`src/rtl/assert_macros.svh`:
```
// Assertion helpers shared by the design files.
`ifndef ASSERT_MACROS_SVH
`define ASSERT_MACROS_SVH

// Checked at every rising edge except while reset is held.
`define PPC_ASSERT(name, clk_s, rst_s, prop, msg) \
  name: assert property (@(posedge clk_s) disable iff (rst_s) prop) else $error(msg);

// Checked at every rising edge, reset included.
`define PPC_ASSERT_ALWAYS(name, clk_s, prop, msg) \
  name: assert property (@(posedge clk_s) prop) else $error(msg);

`endif

```
`src/rtl/ppc_pkg.sv`:
```
package ppc_pkg;

  // Number of register stages from accept to result.
  localparam int NUM_STAGES = 6;

  // Screen centre offsets.
  localparam int HALF_WIDTH  = 400;
  localparam int HALF_HEIGHT = 400;

  // Field and datapath widths.
  localparam int COORD_W = 10;                // column and row
  localparam int XEXT_W  = COORD_W + 1;       // column and its neighbours
  localparam int SQ_W    = 2 * COORD_W - 1;   // unsigned square of a neighbour column
  localparam int COEF_W  = 32;                // Q16.16 coefficients
  localparam int LIN_W   = COEF_W + XEXT_W;   // linear term product
  localparam int CURVE_W = 52;                // curve value, below 2^51 in magnitude
  localparam int DIST_W  = CURVE_W + 1;       // signed row distance
  localparam int FRAC_W  = 16;

  localparam logic signed [DIST_W-1:0] ONE_Q16 = DIST_W'(65536);

  // Configuration register indexes.
  localparam int CFG_IDX_W = 2;
  localparam logic [CFG_IDX_W-1:0] REG_QUAD  = 2'd0;
  localparam logic [CFG_IDX_W-1:0] REG_LIN   = 2'd1;
  localparam logic [CFG_IDX_W-1:0] REG_CONST = 2'd2;

  // Register reset values.
  localparam logic signed [COEF_W-1:0] QUAD_RESET  = 32'sd1638;
  localparam logic signed [COEF_W-1:0] LIN_RESET   = 32'sd80609;
  localparam logic signed [COEF_W-1:0] CONST_RESET = 32'sd317273;

  // Stage control handed to the datapath modules.
  typedef struct packed {
    logic [NUM_STAGES:1] load;  // stage register takes a new value
    logic [NUM_STAGES:0] vld;   // request present at the stage input side
  } ctrl_t;

  // Side data carried alongside each request.
  typedef struct packed {
    logic signed [COORD_W-1:0] row;
    logic [COORD_W-1:0]        sx;
    logic [COORD_W-1:0]        sy;
  } meta_t;

endpackage

```
`src/rtl/ppc_curve_lane.sv`:
```
// Evaluates quad*x^2 + lin*x + const over three register stages.
module ppc_curve_lane (
  input  logic                                 clk,
  input  ppc_pkg::ctrl_t                       ctrl,
  input  logic signed [ppc_pkg::XEXT_W-1:0]    x,
  input  logic signed [ppc_pkg::COEF_W-1:0]    quad_coeff,
  input  logic signed [ppc_pkg::COEF_W-1:0]    lin_coeff,
  input  logic signed [ppc_pkg::COEF_W-1:0]    const_term,
  output logic signed [ppc_pkg::CURVE_W-1:0]   y
);

  logic signed [2*ppc_pkg::XEXT_W-1:0] sq_full;
  logic signed [ppc_pkg::XEXT_W-1:0]   x1;
  logic [ppc_pkg::SQ_W-1:0]            xsq1;
  logic signed [ppc_pkg::CURVE_W-1:0]  quad_prod2;
  logic signed [ppc_pkg::LIN_W-1:0]    lin_prod2;
  logic signed [ppc_pkg::CURVE_W-1:0]  y3;

  // The square is never negative and stays below 2^19.
  assign sq_full = x * x;

  // Stage one: square of the column.
  always_ff @(posedge clk) begin
    if (ctrl.load[1]) begin
      x1   <= x;
      xsq1 <= sq_full[ppc_pkg::SQ_W-1:0];
    end
  end

  // Stage two: the two coefficient products.
  always_ff @(posedge clk) begin
    if (ctrl.load[2]) begin
      quad_prod2 <= quad_coeff * $signed({1'b0, xsq1});
      lin_prod2  <= lin_coeff * x1;
    end
  end

  // Stage three: sum of the terms.
  always_ff @(posedge clk) begin
    if (ctrl.load[3]) begin
      y3 <= quad_prod2 + ppc_pkg::CURVE_W'(lin_prod2) + ppc_pkg::CURVE_W'(const_term);
    end
  end

  assign y = y3;

endmodule

```
`config.mk`:
```
export PLATFORM = sky130hd
export DESIGN_NAME = ppc_curve_lane
export DESIGN_NICKNAME = d
export VERILOG_FILES = /design/src/rtl/assert_macros.svh /design/src/rtl/ppc_pkg.sv /design/src/rtl/ppc_curve_lane.sv
export SDC_FILE = /design/constraint.sdc
export NUM_CORES = 2
export LEC_CHECK = 0
export BUFFER_PORTS_ARGS = -buffer_cell sky130_fd_sc_hd__clkbuf_2
export CAP_MARGIN = 20
export CORE_MARGIN = 2
export CORE_UTILIZATION = 42
export DETAILED_ROUTE_END_ITERATION = 16
export PLACE_DENSITY = 0.62
export SYNTH_ARGS = -nofsm -noshare
export SYNTH_HDL_FRONTEND = slang
export SYNTH_SLANG_ARGS = --single-unit
```
`constraint.sdc`:
```
create_clock -name clk -period 8 [get_ports clk]
set_input_delay 0.4 -clock clk [delete_from_list [all_inputs] [get_ports clk]]
set_output_delay 0.4 -clock clk [all_outputs]
set_load 0.01 [all_outputs]
```
==> impl_metrics.py <==
metrics = {
    "place": {
        "gp_congestion": 0.861,
        "port_buffers": 162,
        "hpwl_um": 88300,
    },
    "synthesis": {
        "avgSynthCellArea_um2": 9.96,
        "synth_top_area_share_pct": 45.1,
        "yosysSeqAreaShare_pct": 11.7,
        "synth_enable_flop_cells": 175,
        "ys_ff_latch": 175,
        "syn_inst": 4516,
        "synth_area_leaders": "fa_1 45%, edfxtp_1 12%, ha_1 9.5%, and2_1 8.2%, inv_1 8.1%",
        "ys_types": 72,
        "syn_area_mm2": 0.0450,
        "synth_ff_type": "edfxtp_1",
        "synthArstFlopShare_pct": 0,
        "ys_warn_count": 0,
        "synth_top_cell_by_area": "fa_1",
    },
    "sta": {
        "rsz0062_at_grt": "no",
        "fmax_mhz": 131,
        "fin_crit_ns": 7.64,
        "hold_viol": 0,
        "tightest_slew_ns": 1.03,
        "finalSetupViolations": 0,
        "drv_slew": 0,
        "max_slew_margin_pct": 31.4,
        "clock-skew-final_ns": 0.0106,
        "fin_tns_setup_ns": 0,
        "finalCritPeriodShare_pct": 95.5,
    },
    "min_path": {
        "min_path_cells": 1,
        "hold_class": "primary input to register",
    },
    "floorplanning": {
        "core_mm2": 0.107,
        "initial_core_util_pct": 42.2,
        "ioPinCount": 173,
        "num_rows": 120,
        "die_h_um": 331,
        "die_w_um": 331,
        "die_area_mm2": 0.110,
    },
    "cells_and_area": {
        "drive_gt1_share_pct": 6.51,
        "final_common_cell": "fa_1",
        "antennaDiodeCount": 0,
        "syn_to_final_growth_pct": 7.40,
        "fin_nets": 6087,
        "final_cell_mix": "1,014 x fa_1, 972 x inv_1, 589 x and2_1",
    },
    "routing": {
        "vias_per_cell": 5.04,
        "drtIter0Drc": 1586,
        "routed_wl_um": 106000,
        "route.detailed.drc": 0,
        "via_count": 30400,
        "wl_per_cell_um": 17.6,
        "firstDrtPassIters": 7,
        "ant_nets": 0,
    },
    "setup_path": {
        "crit_path_end_kind": "register",
        "worstSetupPathType": "register to register",
        "r2r-end": "quad_prod2[51]$_DFFE_PP_",
        "setup.worst_path.end": "quad_prod2[51]$_DFFE_PP_",
        "path_max_fanout": 12,
        "worstPathRequired_ns": 8.20,
        "worstPathArrival_ns": 7.84,
        "r2r_slack_ns": 0.36,
        "crit_path_start_kind": "register",
        "reg2reg_from": "xsq1[9]$_DFFE_PP_",
        "crit_start": "xsq1[9]$_DFFE_PP_",
        "rr_worst_depth": 25,
    },
    "clock_tree": {
        "cts_max_path_buffers": 2,
        "cts-root-buf": "clkbuf_16",
        "cts_buffers": 17,
        "cts.sinks": 175,
        "h-tree-depth": 4,
        "cts.clk_slew.worst_paths_ns": 0.07,
        "clk_latency_ns": 0.45,
        "cts_tree": "yes",
    },
    "grt": {
        "grt_pass1_vias": 33100,
        "grt_usage_pct": 20.3,
        "grt_pass1_wl_um": 176000,
        "antenna_found_initial": 8,
        "grt_remaining_overflow": 0,
        "grt_start_max_net_pins": 53,
    },
    "outcome": {
        "status": "finished, final reports clean",
    },
    "flow_run": {
        "max_cap_violations": 0,
    },
}
## cell usage after synthesis (all sizes together), types with 3 or more instances
cell / count
ha: 342
nor2b: 18
o21ai: 78
a221oi: 5
a221o: 6
nor3b: 5
a31oi: 12
inv: 972
nor2: 65
and3: 16
clkbuf: 174
nand2b: 53
nor4: 3
or3: 7
and2: 589
a21boi: 10
o221ai: 3
a211o: 3
a311oi: 5
o21bai: 19
o211ai: 9
o31a: 3
and4: 7
nand3: 25
or2: 3
nand4: 12
a21o: 69
nand2: 419
xor2: 42
or4: 4
nor3: 18
a31o: 8
fa: 1014
xnor2: 134
a21oi: 130
edfxtp: 175
o31ai: 8
a211oi: 15
o21a: 10
## worst max-delay path, stage by stage (launching register included)
cell,delay (ns)
edfxtp_1,0.67
buf_4,0.31
and2_1,0.16
fa_1,0.50
inv_1,0.05
fa_1,0.46
fa_1,0.54
inv_1,0.06
fa_1,0.51
fa_1,0.43
fa_1,0.52
inv_1,0.05
fa_1,0.47
inv_1,0.04
ha_1,0.22
a211oi_1,0.25
o21bai_1,0.15
a221oi_1,0.38
o22ai_1,0.22
o31ai_2,0.32
o211ai_1,0.16
o211ai_1,0.20
o21ai_0,0.15
buf_4,0.16
a221oi_1,0.30
xnor2_1,0.11
## logic make-up after synthesis
| family | count (synthesis) | share of synthesized area (%) |
|---|---|---|
| AO/OA/AOI/OAI | 412 | 5.97 |
| XOR/XNOR | 176 | 3.43 |
| adder cells (fa/ha/maj) | 1356 | 54.7 |
| buffers and inverters | 1148 | 9.58 |
| flip-flops | 175 | 11.7 |
| multiplexers | 1 | 0.0250 |
| other | 1 | 0.00834 |
| AND/OR/NAND/NOR | 1247 | 14.6 |
## what timing repair did
item | 4_1_cts | 5_1_grt
setup buffers | 0 | 2
gates resized for setup | 0 | 3
hold buffers | 0 | 0
setup endpoints to repair | 0 | 5
## worst min path at each step
stage,startpoint,to,slack [ns]
2_1_floorplan,x[0],x1[0]$_DFFE_PP_,0.50
5_1_grt,x[0],x1[0]$_DFFE_PP_,0.38
6_report,x[0],x1[0]$_DFFE_PP_,0.38
3_3_place_gp,lin_prod2[1]$_DFFE_PP_,y[1]$_DFFE_PP_,0.71
3_5_place_dp,lin_prod2[1]$_DFFE_PP_,y[1]$_DFFE_PP_,0.72
4_1_cts,x[0],x1[0]$_DFFE_PP_,0.35
## cell type report
type,count,area [µm²]
fillers,10200,58300
multi-input cells,3197,35400
flip-flops and latches,175,5260
inverters,972,3650
well taps,1403,1760
repair buffers,247,1640
clock buffers,19,433
clock inverters,13,126
## routing by layer
layer,part of all wire [%],track usage [%],vias up
li1,-,-,13900
met2,51,35.8,580
met1,42,26.6,15800
met3,4.5,2.81,130
met5,0.056,0,-
met4,1.9,4.20,10
## metrics by stage
step | utilization [%] | setup slack, ns | instance area, µm² | instances | hold slack, ns
floorplan | - | 1.12 | 45000 | 4520 | 0.499
global placement | 44.7 | 0.243 | 47600 | 5988 | 0.713
detailed placement | 44.7 | 0.219 | 47600 | 5988 | 0.718
CTS | 45.2 | 0.184 | 48200 | 6020 | 0.351
global route | 45.3 | 0.0390 | 48300 | 6026 | 0.383
finish | 45.3 | 0.360 | 48300 | 6026 | 0.384
## state kept, by name (all words and copies together) (netlist names)
name / cells
lin_prod2: 43
x1: 11
y: 52
quad_prod2: 52
xsq1: 17
Power is left out: the tool's default activity adds up to more than one toggle a clock period on the data nets, which glitch-free logic cannot reach.
