### src/rtl/assert_macros.svh
// Assertion helpers shared by the design files.
`ifndef ASSERT_MACROS_SVH
`define ASSERT_MACROS_SVH

// Checked at every rising edge except while reset is held.
`define PPC_ASSERT(name, clk_s, rst_s, prop, msg) \
  name: assert property (@(posedge clk_s) disable iff (rst_s) prop) else $error(msg);

// Checked at every rising edge, reset included.
`define PPC_ASSERT_ALWAYS(name, clk_s, prop, msg) \
  name: assert property (@(posedge clk_s) prop) else $error(msg);

`endif

### src/rtl/ppc_pkg.sv
package ppc_pkg;

  // Number of register stages from accept to result.
  localparam int NUM_STAGES = 6;

  // Screen centre offsets.
  localparam int HALF_WIDTH  = 400;
  localparam int HALF_HEIGHT = 400;

  // Field and datapath widths.
  localparam int COORD_W = 10;                // column and row
  localparam int XEXT_W  = COORD_W + 1;       // column and its neighbours
  localparam int SQ_W    = 2 * COORD_W - 1;   // unsigned square of a neighbour column
  localparam int COEF_W  = 32;                // Q16.16 coefficients
  localparam int LIN_W   = COEF_W + XEXT_W;   // linear term product
  localparam int CURVE_W = 52;                // curve value, below 2^51 in magnitude
  localparam int DIST_W  = CURVE_W + 1;       // signed row distance
  localparam int FRAC_W  = 16;

  localparam logic signed [DIST_W-1:0] ONE_Q16 = DIST_W'(65536);

  // Configuration register indexes.
  localparam int CFG_IDX_W = 2;
  localparam logic [CFG_IDX_W-1:0] REG_QUAD  = 2'd0;
  localparam logic [CFG_IDX_W-1:0] REG_LIN   = 2'd1;
  localparam logic [CFG_IDX_W-1:0] REG_CONST = 2'd2;

  // Register reset values.
  localparam logic signed [COEF_W-1:0] QUAD_RESET  = 32'sd1638;
  localparam logic signed [COEF_W-1:0] LIN_RESET   = 32'sd80609;
  localparam logic signed [COEF_W-1:0] CONST_RESET = 32'sd317273;

  // Stage control handed to the datapath modules.
  typedef struct packed {
    logic [NUM_STAGES:1] load;  // stage register takes a new value
    logic [NUM_STAGES:0] vld;   // request present at the stage input side
  } ctrl_t;

  // Side data carried alongside each request.
  typedef struct packed {
    logic signed [COORD_W-1:0] row;
    logic [COORD_W-1:0]        sx;
    logic [COORD_W-1:0]        sy;
  } meta_t;

endpackage

### src/rtl/ppc_decide.sv
`include "assert_macros.svh"

// Distance tests and the final mark, over three register stages.
module ppc_decide (
  input  logic                                 clk,
  input  logic                                 rst,
  input  ppc_pkg::ctrl_t                       ctrl,
  input  logic signed [ppc_pkg::COORD_W-1:0]   row,
  input  logic signed [ppc_pkg::CURVE_W-1:0]   y0,
  input  logic signed [ppc_pkg::CURVE_W-1:0]   yl,
  input  logic signed [ppc_pkg::CURVE_W-1:0]   yr,
  output logic                                 mark
);

  localparam int DW = ppc_pkg::DIST_W;

  logic signed [DW-1:0] rq;
  logic signed [DW-1:0] d0_4, dn_4, du_4, dl_4, dr_4;
  logic                 turning4, turning5;
  logic [DW-1:0]        a0_5, an_5, au_5, al_5, ar_5;
  logic                 mark6;
  logic                 dist_top;

  // Row as a Q16.16 value.
  assign rq = DW'(row) <<< ppc_pkg::FRAC_W;

  // Stage four: signed distances and the turning point test.
  always_ff @(posedge clk) begin
    if (ctrl.load[4]) begin
      d0_4     <= rq - DW'(y0);
      dn_4     <= (rq - ppc_pkg::ONE_Q16) - DW'(y0);
      du_4     <= (rq + ppc_pkg::ONE_Q16) - DW'(y0);
      dl_4     <= rq - DW'(yl);
      dr_4     <= rq - DW'(yr);
      turning4 <= ((yr > y0) && (y0 < yl)) || ((yr < y0) && (y0 > yl));
    end
  end

  // Stage five: magnitudes.
  always_ff @(posedge clk) begin
    if (ctrl.load[5]) begin
      a0_5     <= d0_4[DW-1] ? -d0_4 : d0_4;
      an_5     <= dn_4[DW-1] ? -dn_4 : dn_4;
      au_5     <= du_4[DW-1] ? -du_4 : du_4;
      al_5     <= dl_4[DW-1] ? -dl_4 : dl_4;
      ar_5     <= dr_4[DW-1] ? -dr_4 : dr_4;
      turning5 <= turning4;
    end
  end

  // Stage six: a tie is never nearer, so every test is strict.
  always_ff @(posedge clk) begin
    if (ctrl.load[6]) begin
      mark6 <= ((a0_5 < an_5) && (a0_5 < au_5)) ||
               ((a0_5 < al_5) && (a0_5 < ar_5) && !turning5);
    end
  end

  assign mark = mark6;

  // Top bit of the vertical distance magnitudes.
  assign dist_top = a0_5[DW-1] | an_5[DW-1] | au_5[DW-1];

  // The vertical distance magnitudes of a real request never reach the sign position.
  `PPC_ASSERT(a_dist_in_range, clk, rst, ctrl.load[5] && ctrl.vld[4] |=> !dist_top, "distance overflow")

endmodule

### config.mk
export PLATFORM = sky130hd
export DESIGN_NAME = ppc_decide
export DESIGN_NICKNAME = d
export VERILOG_FILES = /design/src/rtl/ppc_pkg.sv /design/src/rtl/ppc_decide.sv
export VERILOG_INCLUDE_DIRS = /design/src /design/src/rtl
export SDC_FILE = /design/constraint.sdc
export NUM_CORES = 2
export LEC_CHECK = 0
export ABC_AREA = 1
export BUFFER_PORTS_ARGS = -buffer_cell sky130_fd_sc_hd__buf_4
export CAP_MARGIN = 20
export CORE_MARGIN = 4
export CORE_UTILIZATION = 42
export DETAILED_ROUTE_END_ITERATION = 8
export MAX_ROUTING_LAYER = met4
export PLACE_DENSITY = 0.69
export SYNTH_ARGS = -nofsm -noshare
export SYNTH_HDL_FRONTEND = slang
export SYNTH_SLANG_ARGS = --single-unit
### constraint.sdc
create_clock -name clk -period 5.56 [get_ports clk]
set_input_delay 1.112 -clock clk [delete_from_list [all_inputs] [get_ports clk]]
set_output_delay 1.112 -clock clk [all_outputs]
set_load 0.05 [all_outputs]
==> impl_metrics.env <==
export IMPL_cp_end_kind="flip-flop"
export IMPL_tns_ns=0
export IMPL_routed_wl_mm=198
export IMPL_synthesis_area_um2=46500
export IMPL_ys_seq_area_share_pct=32.6
export IMPL_drc=0
export IMPL_multi_input_area_um2=27200
export IMPL_final_hold_violation_count=0
export IMPL_dr_pass1_iters=8
export IMPL_grt_remaining_overflow=0
export IMPL_die_w_um=341
export IMPL_grt_max_degree=112
export IMPL_ctsLongestPathBuffers=3
export IMPL_via_count=42900
export IMPL_io_buffers=170
export IMPL_clock_sinks=505
export IMPL_cts_made_buffers=55
export IMPL_final_fill_count=11100
export IMPL_finalWeightedCongestion=1.05
export IMPL_coreArea_um2=109000
export IMPL_synth_avg_cell_area_um2=7.61
export IMPL_netSwitchingFraction_pct=40.2
export IMPL_yosys_area_top_type="edfxtp_1"
export IMPL_p_int_mw=8.80
export IMPL_avgViaCountPerCell=5.46
export IMPL_grt_pass1_wl_mm=279
export IMPL_place_hpwl_mm=174
export IMPL_postSynthCellCount=6106
export IMPL_crit_arrival_ns=4.45
export IMPL_synthTopCellsByCount="1213 x nand2_1, 1048 x inv_1, 759 x nor2_1, 533 x ha_1, 505 x edfxtp_1"
export IMPL_worst_slew_pin_slew_ns=1.03
export IMPL_grt_antenna_before_repair=22
export IMPL_synth_distinct_cells=58
export IMPL_period_needed_ns=4.12
export IMPL_synthFlopType="edfxtp_1"
export IMPL_chipHeight_um=341
export IMPL_synth_simple_area_share_pct=24.4
export IMPL_muxShareOfSynthArea_pct=0
export IMPL_synth_compound_area_share_pct=10.4
export IMPL_pwr_share_seq_pct=39.4
export IMPL_synth_xor_area_share_pct=7.82
export IMPL_layout_drive_gt1_share_pct=6.09
export IMPL_cp_data_required_time_ns=5.89
export IMPL_finalSetupViolCount=0
export IMPL_syn2layout_area_growth_pct=10.9
export IMPL_insertion_delay_ns=0.63
export IMPL_critical_path_class="input port to flip-flop"
export IMPL_syn_num_nets=6854
export IMPL_cts_tree="yes"
export IMPL_rsz0062_at_grt="false"
export IMPL_cp_start_kind="input port"
export IMPL_ir_worst_vdd_uv=229
export IMPL_slew_viol_final=0
export IMPL_cts_resized=0
export IMPL_cts_setup_buffers=0
export IMPL_finClkSkew_ns=0.0274
export IMPL_ctsHoldBuffers=0
export IMPL_timing_fmax_mhz=243
export IMPL_ff_latch_area_um2=15200
export IMPL_synth_top_family_by_area="simple AND/OR/NAND/NOR gates"
export IMPL_synth_top_area_share_pct=32.6
export IMPL_io_pin_count=182
export IMPL_grt_util_all_layers_pct=34.2
export IMPL_switchingPower_mw=5.91
export IMPL_async_flop_share_pct=0
export IMPL_synth_edf_count=505
export IMPL_period_share_pct=74.2
export IMPL_p_per_area_nw_per_um2=286
export IMPL_maxCapViolCount=0
export IMPL_relSlewSlack_pct=30.9
export IMPL_crit_fanout=53
export IMPL_synth_warnings=0
export IMPL_clk_pin_slew_ns=0.06
export IMPL_grt_pass1_vias=39800
export IMPL_ant_nets=0
export IMPL_start_util_pct=42.5
export IMPL_wire_per_inst_um=25.2
export IMPL_row_count=121
export IMPL_power_leakage_nw=23.6
export IMPL_pwr_share_comb_pct=35.6
export IMPL_htreeDepth=2
export IMPL_min_path_type="flip-flop to flip-flop"
export IMPL_drt_iter0_drc=4691
export IMPL_whs_ns=0.455
export IMPL_yosysMostFrequentCell="nand2_1"
export IMPL_clock_root_buffer="clkbuf_16"
export IMPL_die_area_um2=116000
export IMPL_synth_seq_cells=505
export IMPL_clkPwrFrac_pct=25.0
export IMPL_yosys_area_share_adder_pct=15.8
export IMPL_outcome="finished, final reports clean"
export IMPL_nNetsFinal=7072
export IMPL_synthTopCellsByArea="edfxtp_1 33%, ha_1 14%, nand2_1 9.8%"
[worst max-delay path, stage by stage]
cell and delay (ns):
buf_4 0.24, inv_2 0.08, buf_12 0.22, ha_1 0.51
inv_1 0.08, ha_1 0.53, nand2_1 0.19, nor2_1 0.24
inv_1 0.09, nor2_1 0.13, inv_1 0.08, nor4_1 0.39
o21ai_0 0.24, nand4_1 0.12, nand2_1 0.14
[through the flow]
step           total power, mW  std cells  instance area [µm²]  utilization, %  worst slack [ns]
3_3_place_gp              10.9       7743                49700            45.5             0.972
2_1_floorplan             8.57       6106                46500               -             0.867
4_1_cts                   14.6       7845                51500            47.1              1.63
3_5_place_dp              11.0       7743                49700            45.5              1.00
5_1_grt                   15.5       7852                51500            47.1              1.25
6_report                  14.7       7858                51500            47.1              1.44
[power groups by stage]
stage	Clock, mW	Sequential, mW	Combinational, mW
after floorplan	0	5.44	3.13
after global placement	0	5.84	5.02
after detailed placement	0	5.86	5.09
after CTS	3.72	5.78	5.12
after global routing	3.87	5.84	5.75
final	3.67	5.80	5.24
[logic make-up after synthesis]
family / Yosys count
compound gates: 871
xor+xnor: 415
buf+inv: 1096
simple gates: 2652
fa+ha+maj: 567
flops: 505
[final timing paths]
check | from | endpoint | slack, ns | cells past startpoint
hold reg to reg | dr_4[0]$_DFFE_PP_ | ar_5[0]$_DFFE_PP_ | 0.45 | 0
hold / removal | dr_4[0]$_DFFE_PP_ | ar_5[0]$_DFFE_PP_ | 0.45 | 0
setup / recovery | row[9] | dn_4[52]$_DFFE_PP_ | 1.44 | 15
setup reg to reg | d0_4[0]$_DFFE_PP_ | au_5[34]$_DFFE_PP_ | 2.50 | 9
[flip-flops by register name (all words and copies together) (netlist names)]
signal    count
a0_5         53
al_5         53
ar_5         53
d0_4         53
dl_4         53
dr_4         53
an_5         52
au_5         52
dn_4         44
du_4         36
mark          1
turning4      1
turning5      1
[routing by layer]
metal	track usage [%]	up-vias	share of wire (%)
met5	-	-	0
met4	9.38	0	3.3
met3	6.02	251	8.8
met2	49.1	1854	41
met1	49.6	20300	47
li1	-	20600	-
[cells in the final DEF (no fill, tap or decap), types with 12 or more instances in the layout]
cell       instances
edfxtp_1         505
clkbuf_1          13
xor2_1           338
ha_1             533
o21a_1            29
nor4_1            34
a21o_1            27
nor3_1           131
nor2_2            18
diode_2           13
a21boi_0          12
a31oi_1           19
o21bai_1          23
clkbuf_16         55
xnor2_1           77
o21ai_1           12
inv_1           1047
fa_1              34
nand2_1         1213
nor2_1           759
buf_4            195
nand3_1          314
a21oi_1          381
nand4_1           92
o21ai_0          304
o211ai_1          15
or2_2             14
nand2_2           14
[cell type report]
class	count	share of cell area, %
clock buffer	68	2.77
antenna	13	0.0631
multi-input combinational	4505	52.7
tap	1476	3.58
clock inverter	34	0.697
timing repair buffer	200	3.02
inverter	1057	7.71
sequential	505	29.4
Power figures use the tool's default switching activity.
